**src/rtl/dvfc_pkg.sv**
```systemverilog
package dvfc_pkg;

  // Table capacity and field widths.
  localparam int MAX_ITEMS  = 32;
  localparam int VALUE_BITS = 16;
  localparam int COUNT_W    = 6;
  localparam int ITEM_W     = $clog2(MAX_ITEMS + 1);

  localparam logic [COUNT_W-1:0] COUNT_MAX = {COUNT_W{1'b1}};
  localparam logic [COUNT_W-1:0] COUNT_ONE = COUNT_W'(1);

  // Input transaction payload.
  typedef struct packed {
    logic signed [VALUE_BITS-1:0] value;
    logic                         end_of_set;
  } item_t;

  // Output transaction payload.
  typedef struct packed {
    logic signed [VALUE_BITS-1:0] distinct_value;
    logic [COUNT_W-1:0]           occurrences;
    logic                         last_entry;
    logic                         overflow;
  } result_t;

  // Contents of one table cell.
  typedef struct packed {
    logic                         valid;
    logic signed [VALUE_BITS-1:0] value;
    logic [COUNT_W-1:0]           count;
  } entry_t;

  // Control broadcast from the sequencer to every cell.
  typedef struct packed {
    logic take;
    logic shift;
    logic any_hit;
  } cell_ctrl_t;

endpackage

```
**src/rtl/dvfc_cell.sv**
```systemverilog
module dvfc_cell (
  input  logic                                  clk,
  input  logic                                  rst,
  input  dvfc_pkg::cell_ctrl_t                  ctrl,
  input  logic signed [dvfc_pkg::VALUE_BITS-1:0] value,
  input  logic                                  prev_valid,
  input  dvfc_pkg::entry_t                      nbr,
  output dvfc_pkg::entry_t                      entry,
  output logic                                  hit
);

  logic append;

  // A cell matches when it holds the broadcast value.
  assign hit = entry.valid && (entry.value == value);

  // The first empty cell takes a value that no cell holds yet.
  assign append = !entry.valid && prev_valid && !ctrl.any_hit;

  // During emission the cell takes its neighbor's contents; otherwise it
  // counts or appends the broadcast value.
  always_ff @(posedge clk) begin
    if (rst) begin
      entry.valid <= 1'b0;
    end else if (ctrl.shift) begin
      entry <= nbr;
    end else if (ctrl.take) begin
      if (hit) begin
        if (entry.count != dvfc_pkg::COUNT_MAX) begin
          entry.count <= entry.count + dvfc_pkg::COUNT_ONE;
        end
      end else if (append) begin
        entry.valid <= 1'b1;
        entry.value <= value;
        entry.count <= dvfc_pkg::COUNT_ONE;
      end
    end
  end

endmodule

```
**src/rtl/distinct_value_frequency_count_core.sv**
```systemverilog
// Counts the distinct values of a set in a row of 32 cells. For each item,
// all cells compare the value at once, and the matching cell counts it or
// the first empty cell appends it. After the item marked end_of_set the
// table shifts out through cell 0 at one result per cycle while the output
// does not stall, in order of first appearance, and no item is taken until
// the result with last_entry has been transferred. Items beyond 32 in one
// set are dropped and raise overflow on every result of that set.
module distinct_value_frequency_count_core (
  input  logic              clk,
  input  logic              rst,
  input  logic              item_valid,
  output logic              item_stall,
  input  dvfc_pkg::item_t   item,
  output logic              result_valid,
  input  logic              result_stall,
  output dvfc_pkg::result_t result
);

  typedef enum logic {ST_COLLECT, ST_EMIT} state_t;

  state_t                          state;
  logic [dvfc_pkg::ITEM_W-1:0]     items_taken;
  logic                            dropped;
  logic                            item_take;
  logic                            result_take;
  logic                            room;
  dvfc_pkg::cell_ctrl_t            ctrl;
  dvfc_pkg::entry_t                ent [dvfc_pkg::MAX_ITEMS];
  logic [dvfc_pkg::MAX_ITEMS-1:0]  hits;
  logic [dvfc_pkg::MAX_ITEMS-1:0]  valid_vec;

  // Handshake decode.
  assign item_stall  = (state == ST_EMIT);
  assign item_take   = item_valid && !item_stall;
  assign result_take = result_valid && !result_stall;
  assign room        = items_taken < dvfc_pkg::ITEM_W'(dvfc_pkg::MAX_ITEMS);

  // Control broadcast to the cells.
  assign ctrl.take    = item_take && room;
  assign ctrl.shift   = result_take;
  assign ctrl.any_hit = |hits;

  // The row of cells; cell 0 holds the oldest entry and feeds the output.
  for (genvar i = 0; i < dvfc_pkg::MAX_ITEMS; i++) begin : g_cell
    dvfc_pkg::entry_t nbr;
    logic             prev_valid;

    if (i == dvfc_pkg::MAX_ITEMS - 1) begin : g_end
      always_comb begin
        nbr       = ent[i];
        nbr.valid = 1'b0;
      end
    end else begin : g_mid
      assign nbr = ent[i+1];
    end

    if (i == 0) begin : g_head
      assign prev_valid = 1'b1;
    end else begin : g_tail
      assign prev_valid = ent[i-1].valid;
    end

    dvfc_cell u_cell (
      .clk        (clk),
      .rst        (rst),
      .ctrl       (ctrl),
      .value      (item.value),
      .prev_valid (prev_valid),
      .nbr        (nbr),
      .entry      (ent[i]),
      .hit        (hits[i])
    );

    assign valid_vec[i] = ent[i].valid;
  end

  // Output transaction straight from cell 0.
  assign result_valid          = (state == ST_EMIT) && ent[0].valid;
  assign result.distinct_value = ent[0].value;
  assign result.occurrences    = ent[0].count;
  assign result.last_entry     = (dvfc_pkg::MAX_ITEMS == 1) ? 1'b1 : !valid_vec[1];
  assign result.overflow       = dropped;

  // Sequencer: collect a set, then drain the table.
  always_ff @(posedge clk) begin
    if (rst) begin
      state       <= ST_COLLECT;
      items_taken <= '0;
      dropped     <= 1'b0;
    end else begin
      unique case (state)
        ST_COLLECT: begin
          if (item_take) begin
            if (room) begin
              items_taken <= items_taken + dvfc_pkg::ITEM_W'(1);
            end else begin
              dropped <= 1'b1;
            end
            if (item.end_of_set) begin
              state <= ST_EMIT;
            end
          end
        end
        ST_EMIT: begin
          if (!ent[0].valid || (result_take && result.last_entry)) begin
            state       <= ST_COLLECT;
            items_taken <= '0;
            dropped     <= 1'b0;
          end
        end
        default: state <= ST_COLLECT;
      endcase
    end
  end

  // No item is taken while results are pending.
  a_stall_emit: assert property (@(posedge clk) disable iff (rst)
    result_valid |-> item_stall)
    else $error("item accepted during emission");

  // Occupied cells always form a contiguous run starting at cell 0.
  a_contig: assert property (@(posedge clk) disable iff (rst)
    $onehot0({1'b0, valid_vec} + {{dvfc_pkg::MAX_ITEMS{1'b0}}, 1'b1}))
    else $error("table has a gap");

  // The table is empty after its final entry is transferred.
  a_drained: assert property (@(posedge clk) disable iff (rst)
    (result_take && result.last_entry) |=> (valid_vec == '0))
    else $error("table not empty after last entry");

  // Item count never exceeds capacity.
  a_items: assert property (@(posedge clk) disable iff (rst)
    items_taken <= dvfc_pkg::ITEM_W'(dvfc_pkg::MAX_ITEMS))
    else $error("item count beyond capacity");

endmodule

```
**config.mk**
```make
export PLATFORM = sky130hd
export DESIGN_NAME = distinct_value_frequency_count_core
export DESIGN_NICKNAME = d
export VERILOG_FILES = /design/src/rtl/dvfc_pkg.sv /design/src/rtl/dvfc_cell.sv /design/src/rtl/distinct_value_frequency_count_core.sv
export SDC_FILE = /design/constraint.sdc
export NUM_CORES = 2
export LEC_CHECK = 0
export BUFFER_PORTS_ARGS = -buffer_cell sky130_fd_sc_hd__buf_2
export CAP_MARGIN = 5
export CORE_ASPECT_RATIO = 1.4
export CORE_MARGIN = 2
export CORE_UTILIZATION = 55
export CTS_BUF_LIST = sky130_fd_sc_hd__clkbuf_8
export DETAILED_ROUTE_END_ITERATION = 8
export PLACE_DENSITY = 0.78
export SETUP_SLACK_MARGIN = 0.3
export SLEW_MARGIN = 20
export SYNTH_ARGS = -nofsm -noshare
export SYNTH_HDL_FRONTEND = slang
export SYNTH_SLANG_ARGS = --single-unit
```
**constraint.sdc**
```tcl
create_clock -name clk -period 5.14 [get_ports clk]
set_input_delay 0.514 -clock clk [delete_from_list [all_inputs] [get_ports clk]]
set_output_delay 0.514 -clock clk [all_outputs]
set_load 0.005 [all_outputs]
```
## Yosys cells after proc, flatten, opt, wreduce, memory -nomap -nowiden

Index checks and enable logic that the tools add are counted.

- Reductions and logical operators: 300
- $add $sub $neg: 33
- Bitwise gates (word level): 4
- Multiplexer cells: 201
- $lt $le $gt $ge: 1
- Eq/ne operators: 131

Operators with widths:

| kind | number |
|---|---|
| 23-bit two-way mux | 93 |
| 17-bit two-way mux | 31 |
| 16-bit equality test | 32 |
| 6-bit two-way mux | 68 |
| 4-bit AND reduction | 62 |
| 6-bit by 1-bit adder with 6-bit output, second input constant | 33 |
| 6-bit inequality test, second input constant | 32 |
| 3-bit AND reduction | 34 |
| 1-bit logical AND | 100 |
| 3-bit inequality test, second input constant | 31 |
| 3-bit nonzero test | 31 |
| 2-bit inequality test, second input constant | 35 |
| 2-bit nonzero test | 33 |
| 1-bit logical NOT | 35 |
| 32-bit OR reduction | 1 |
| 6-bit case mux with 2 select lines | 1 |
| 5-bit AND reduction | 2 |
| 6-bit < comparator, second input constant | 1 |
| 1-bit two-way mux | 6 |
| 1-bit inverter | 4 |
| 1-bit case mux with 2 select lines | 2 |
| 2-bit by 1-bit inequality test with 1-bit output, second input constant | 1 |
| 2-bit OR reduction | 1 |
| 1-bit logical OR | 1 |

- Input port bits: 21
- Output and inout bits: 26
- Logic and storage cells: 769
- Flip-flop bits (word level): 744

## Logic depth before layout (Yosys ltp)

- Depth in word-level cells: 9
- Gate-level depth with buffers: 13

## By module

A second synthesis with hierarchy kept.

- Cells, all modules: 3,131
- Area total of the unflattened synthesis: 41,184.5 sq um

Modules (own cells, without submodules):

| module | instances | seq. area each (sq um) | area an instance (sq um) | cells an instance |
|---|---|---|---|---|
| dvfc_cell | 32 | 680.7 | 1,272.5 | 96 |
| distinct_value_frequency_count_core | 1 | 160.2 | 465.4 | 59 |

## Worst setup path before layout

OpenSTA, ideal clock, no wires.

- Path kind: input to register
- From: input item[16] (netlist bit)
- To: register g_cell[14].u_cell.entry[10] (netlist bit) (enable)
- Cell stages on the path: 11
- Path buffers: 4
- Required time: 4.705 ns
- Arrival: 3.672 ns
- Setup time: 0.435 ns
- Slack: 1.033 ns
- Path through: buf_4 > buf_6 > buf_8 > xnor2_1 > nand3_1 > nand4_1 > nor4_1 > and3_1 > buf_6 > nand2_2 > o41ai_1

- Longest elaborated chain between the ends: 7
- Elaborated cells on any way between the ends: 70
- Classes of those cells: eq/ne (33); reduce/logical (37)

RTL lines:

| item | line | RTL |
|---|---|---|
| start: declaration | distinct_value_frequency_count_core.sv:13 | `input dvfc_pkg::item_t item,` |
| 16-bit equality test | dvfc_cell.sv:15 | `assign hit = entry.valid && (entry.value == value);` |
| 1-bit logical AND | dvfc_cell.sv:15 |  |
| 32-bit OR reduction | distinct_value_frequency_count_core.sv:41 | `assign ctrl.any_hit = \|hits;` |
| 1-bit logical NOT | dvfc_cell.sv:18 | `assign append = !entry.valid && prev_valid && !ctrl.any_hit;` |
| 1-bit logical AND | dvfc_cell.sv:18 |  |
| 2-bit nonzero test (no line) | n/a |  |
| 4-bit AND reduction (no line) * | n/a |  |
| end signal: assignment | dvfc_cell.sv:26 | `entry <= nbr;` |
| end: declaration | dvfc_cell.sv:8 | `output dvfc_pkg::entry_t entry,` |

Mark *: on every way between the ends. The rest lies on a longest branch, timed or not.
A chain may end at the register's enable or synchronous reset.

## Worst setup path after layout

- From: input item[7] (netlist bit)
- To: register g_cell[30].u_cell.entry[7] (netlist bit) (enable)

- Longest elaborated chain between the ends: 7
- Elaborated cells on any way between the ends: 70
- Classes of those cells: eq/ne (33); reduce/logical (37)

RTL lines:

| item | line |
|---|---|
| 16-bit equality test | dvfc_cell.sv:15 |
| 1-bit logical AND | dvfc_cell.sv:15 |
| 32-bit OR reduction | distinct_value_frequency_count_core.sv:41 |
| 1-bit logical NOT | dvfc_cell.sv:18 |
| 1-bit logical AND | dvfc_cell.sv:18 |
| 2-bit nonzero test (no line) | n/a |
| 4-bit AND reduction (no line) * | n/a |
| end signal: assignment | dvfc_cell.sv:26 |
| end: declaration | dvfc_cell.sv:8 |

Marked as above.

==> parameters.txt <==
Parameter                              Value

GRT
  Global-route met3 utilization ... 5.85%
  GRT met1 Usage ... 33.0%
  Maximum number of pins on one net before global-route repair ... 188
  Via count of the first global-routing pass ... 28100
  Top Usage Layer GRT ... met2
  GR Layer Usage met2 ... 51.3%
  Global router's overall resource usage ... 29.7%
  Number of antenna violations at the first check in global routing ... 3
  Wire length of the first global-routing pass ... 167000 um
  Total gr overflow ... 0

Job
  Max-cap violation count ... 0

Timing
  Tcrit/Tclk final ... 80.4%
  FMAX ... 242 MHz
  Pins over their slew limit ... 0
  Worst-case clock skew ... 0.0499 ns
  Setup repair after global routing missed its margin ... false
  Count of final setup violators ... 0
  Clock period minus final worst setup slack ... 4.13 ns
  Setup TNS after final layout ... 0 ns
  Worst slew margin ... 19.3%
  Measured slew at the worst slew-check pin ... 1.21 ns
  Final count of hold timing violations ... 0
  Worst setup margin ... 1.01 ns

Floorplanning
  Horizontal die dimension ... 231 um
  Standard cell core area ... 0.0716 mm2
  Initial Utilization ... 55.5%
  Number of primary I/O pins ... 47
  Total number of placement rows ... 116
  Overall die height ... 322 um
  Die Footprint ... 0.0744 mm2

Pwr
  Switching part of the total ... 24.9%
  Power density cells ... 292 mW/mm2
  Comb pwr share ... 8.4%
  Switch Pwr ... 3.11 mW
  Sequential fraction of design power ... 54.3%
  Static leakage ... 15.9 nW
  Internal power ... 9.40 mW
  Maximum vdd ir drop ... 0.000235 V
  Clock network power share ... 37.3%

Synth
  List of most frequent post-synthesis cells ... edfxtp_1 (704), xnor2_1 (577), a21o_1 (498)
  Syn nets ... 3362
  Proportion of netlist area held by the largest area contributor ... 53.2%
  Proportion of synthesized chip area in sequential cells ... 55.2%
  Total number of yosys warnings ... 0
  Distinct cells, synth ... 41
  Area leader, netlist ... edfxtp_1
  Synthesized cell area ... 0.0397 mm2
  Count of flip-flops with a built-in enable after synthesis ... 704
  Post-synthesis average cell area ... 12.0 um2
  Seq cells post-synth ... 744
  Post-synth top flop ... edfxtp_1
  Most area-consuming cells after synthesis ... edfxtp_1 (53%), xnor2_1 (13%), a21o_1 (9.4%), o31ai_1 (2.3%), nand2_1 (2.1%)
  FFs w/ async S/R, synth ... 0%
  Synth Instances ... 3308
  Leading cell type by number of instances after synthesis ... edfxtp_1

Setup path
  Flop-to-flop setup slack ... 1.34 ns
  Crit path kind ... in -> reg
  Type of origin of the critical path ... input pin
  Crit path max fanout ... 31
  Category of the worst setup path capture point ... register
  Worst path arrival time ... 4.51 ns
  Data required, critical path ... 5.52 ns

Finish
  Number of nets in the layout ... 3310
  Area growth from synthesis to layout ... 7.91%
  Fraction of final layout cells sized beyond drive strength 1 ... 10.5%
  Final Instance Count excl. Fillers ... 4301

Clocking
  Maximum buffer depth of the clock tree ... 3
  Clock Tree Root ... clkbuf_8
  Resize count post-CTS ... 0
  Clock-pin slew on the worst setup and hold paths ... 0.06 ns
  Total number of H-tree levels ... 3
  Clock Sink Count ... 744
  Worst-Skew Late Latency ... 0.78 ns
  TritonCTS clock tree ... yes
  CTS buffer count ... 111

Detailed routing
  Routed via count divided by cell count ... 6.35
  Residual antenna-violating net count after detailed routing ... 0
  Detailed router's first-iteration violation count ... 2713
  DRC violations left ... 0
  Final WL ... 110000 um
  Detailed-route wire length per cell ... 25.7 um
  First-pass iteration count of the detailed router ... 6
  Total vias in the final route ... 27300

Placement
  Placed instance count ... 4075
  Post-placement setup slack ... 0.718 ns
  Placer congestion estimate ... 0.905
  Post-DP HPWL ... 72200 um
  Number of port buffers ... 46

Min path
  Min-delay worst type ... in -> reg

Status
  Run status ... completed
## sequential cells by signal, summed over array words and instances (netlist names)
register	cells
items_taken	6
dropped	1
item_stall	1
g_cell.u_cell.entry	736
## routing by layer
| metal | vias up | part of all wire [%] |
|---|---|---|
| met5 | - | 0.015 |
| met4 | 2 | 7.2 |
| met3 | 463 | 8.6 |
| met2 | 1420 | 50 |
| met1 | 13400 | 34 |
| li1 | 12000 | - |
## power groups by stage
| stage | clock (mW) | combinational [mW] | sequential, mW |
|---|---|---|---|
| 3_5_place_dp | 0 | 1.02 | 6.92 |
| 5_1_grt | 4.95 | 1.10 | 6.80 |
| 3_3_place_gp | 0 | 0.999 | 6.92 |
| 2_1_floorplan | 0 | 0.737 | 6.89 |
| 6_report | 4.66 | 1.05 | 6.80 |
| 4_1_cts | 4.70 | 1.02 | 6.80 |
## worst max-delay path, cell delays in order
cell and delay [ns]:
dlygate4sd3_1 0.52, buf_2 0.17, buf_12 0.31, xnor2_1 0.15
nand3_1 0.15, nor4_1 0.07, nand3_1 0.35, nand4_1 0.19
nor2_1 0.39, and3_2 0.33, nand2_4 0.14, buf_12 0.24
o41ai_4 0.91
## cells in the final DEF, fill, tap and decap left out, drive strengths merged, types with 3 or more instances in the layout
master         n
a211oi        50
nor4          33
nand4        111
o31ai        124
nand2        225
inv          109
clkbuf       121
ha            33
and3          33
xor2          66
dlygate4sd3    3
nand3        156
buf          119
nor2b          3
nand2b         4
a21oi         34
clkinvlp       5
dfxtp         40
and2          18
a221oi         3
nand3b         4
edfxtp       704
o41ai         29
a21o         498
diode          3
xnor2        577
a311oi         3
clkinv        34
a31oi         32
o21a          30
o21ai         35
nor2         111
## cell type report
type,count,area [um2]
Clock buffer,121,1670
Multi-Input combinational cell,2217,16300
Fill cell,5599,28700
Inverter,60,225
Tap cell,944,1180
Clock inverter,90,445
Sequential cell,744,21900
Timing Repair Buffer,122,1100
Antenna cell,3,7.51
## cells by family (layout without fill, tap and decap cells)
family	after synthesis	in the layout	synth area share [%]
and+or+nand+nor	701	701	8.60
buffers and inverters	347	393	4.60
DFF	744	744	55.2
adders and majority gates	33	33	1.04
xor gates and xnor gates	643	643	14.2
AOI/OAI and AO/OA	840	840	16.3
other	0	3	0
## per-stage QoR
stage                     power [mW]  instance area, um2  hold WS (ns)  utilization, %
after floorplan                 7.63               39700         0.438               -
after global placement          7.92               40600         0.449            56.8
after detailed placement        7.94               40600         0.464            56.8
after CTS                       12.5               42800        0.0335            59.8
after global routing            12.8               42900        0.0897            59.9
final                           12.5               42900        0.0754            59.9
## final timing paths
path | start | end | cells after the start
worst max-delay path | item[7] | g_cell[30].u_cell.entry[7]$_DFFE_PP_ | 13
worst min-delay path | item[4] | g_cell[31].u_cell.entry[9]$_DFFE_PP_ | 1
worst max register to register | g_cell[22].u_cell.entry[12]$_DFFE_PP_ | g_cell[30].u_cell.entry[7]$_DFFE_PP_ | 10
worst min register to register | dropped$_SDFFE_PP0P_ | dropped$_SDFFE_PP0P_ | 2
## timing repair
item,in CTS,in global routing
setup buffers,0,0
hold buffers,3,0
endpoints found under the hold margin,3,0
Power figures use the tool's default switching activity.
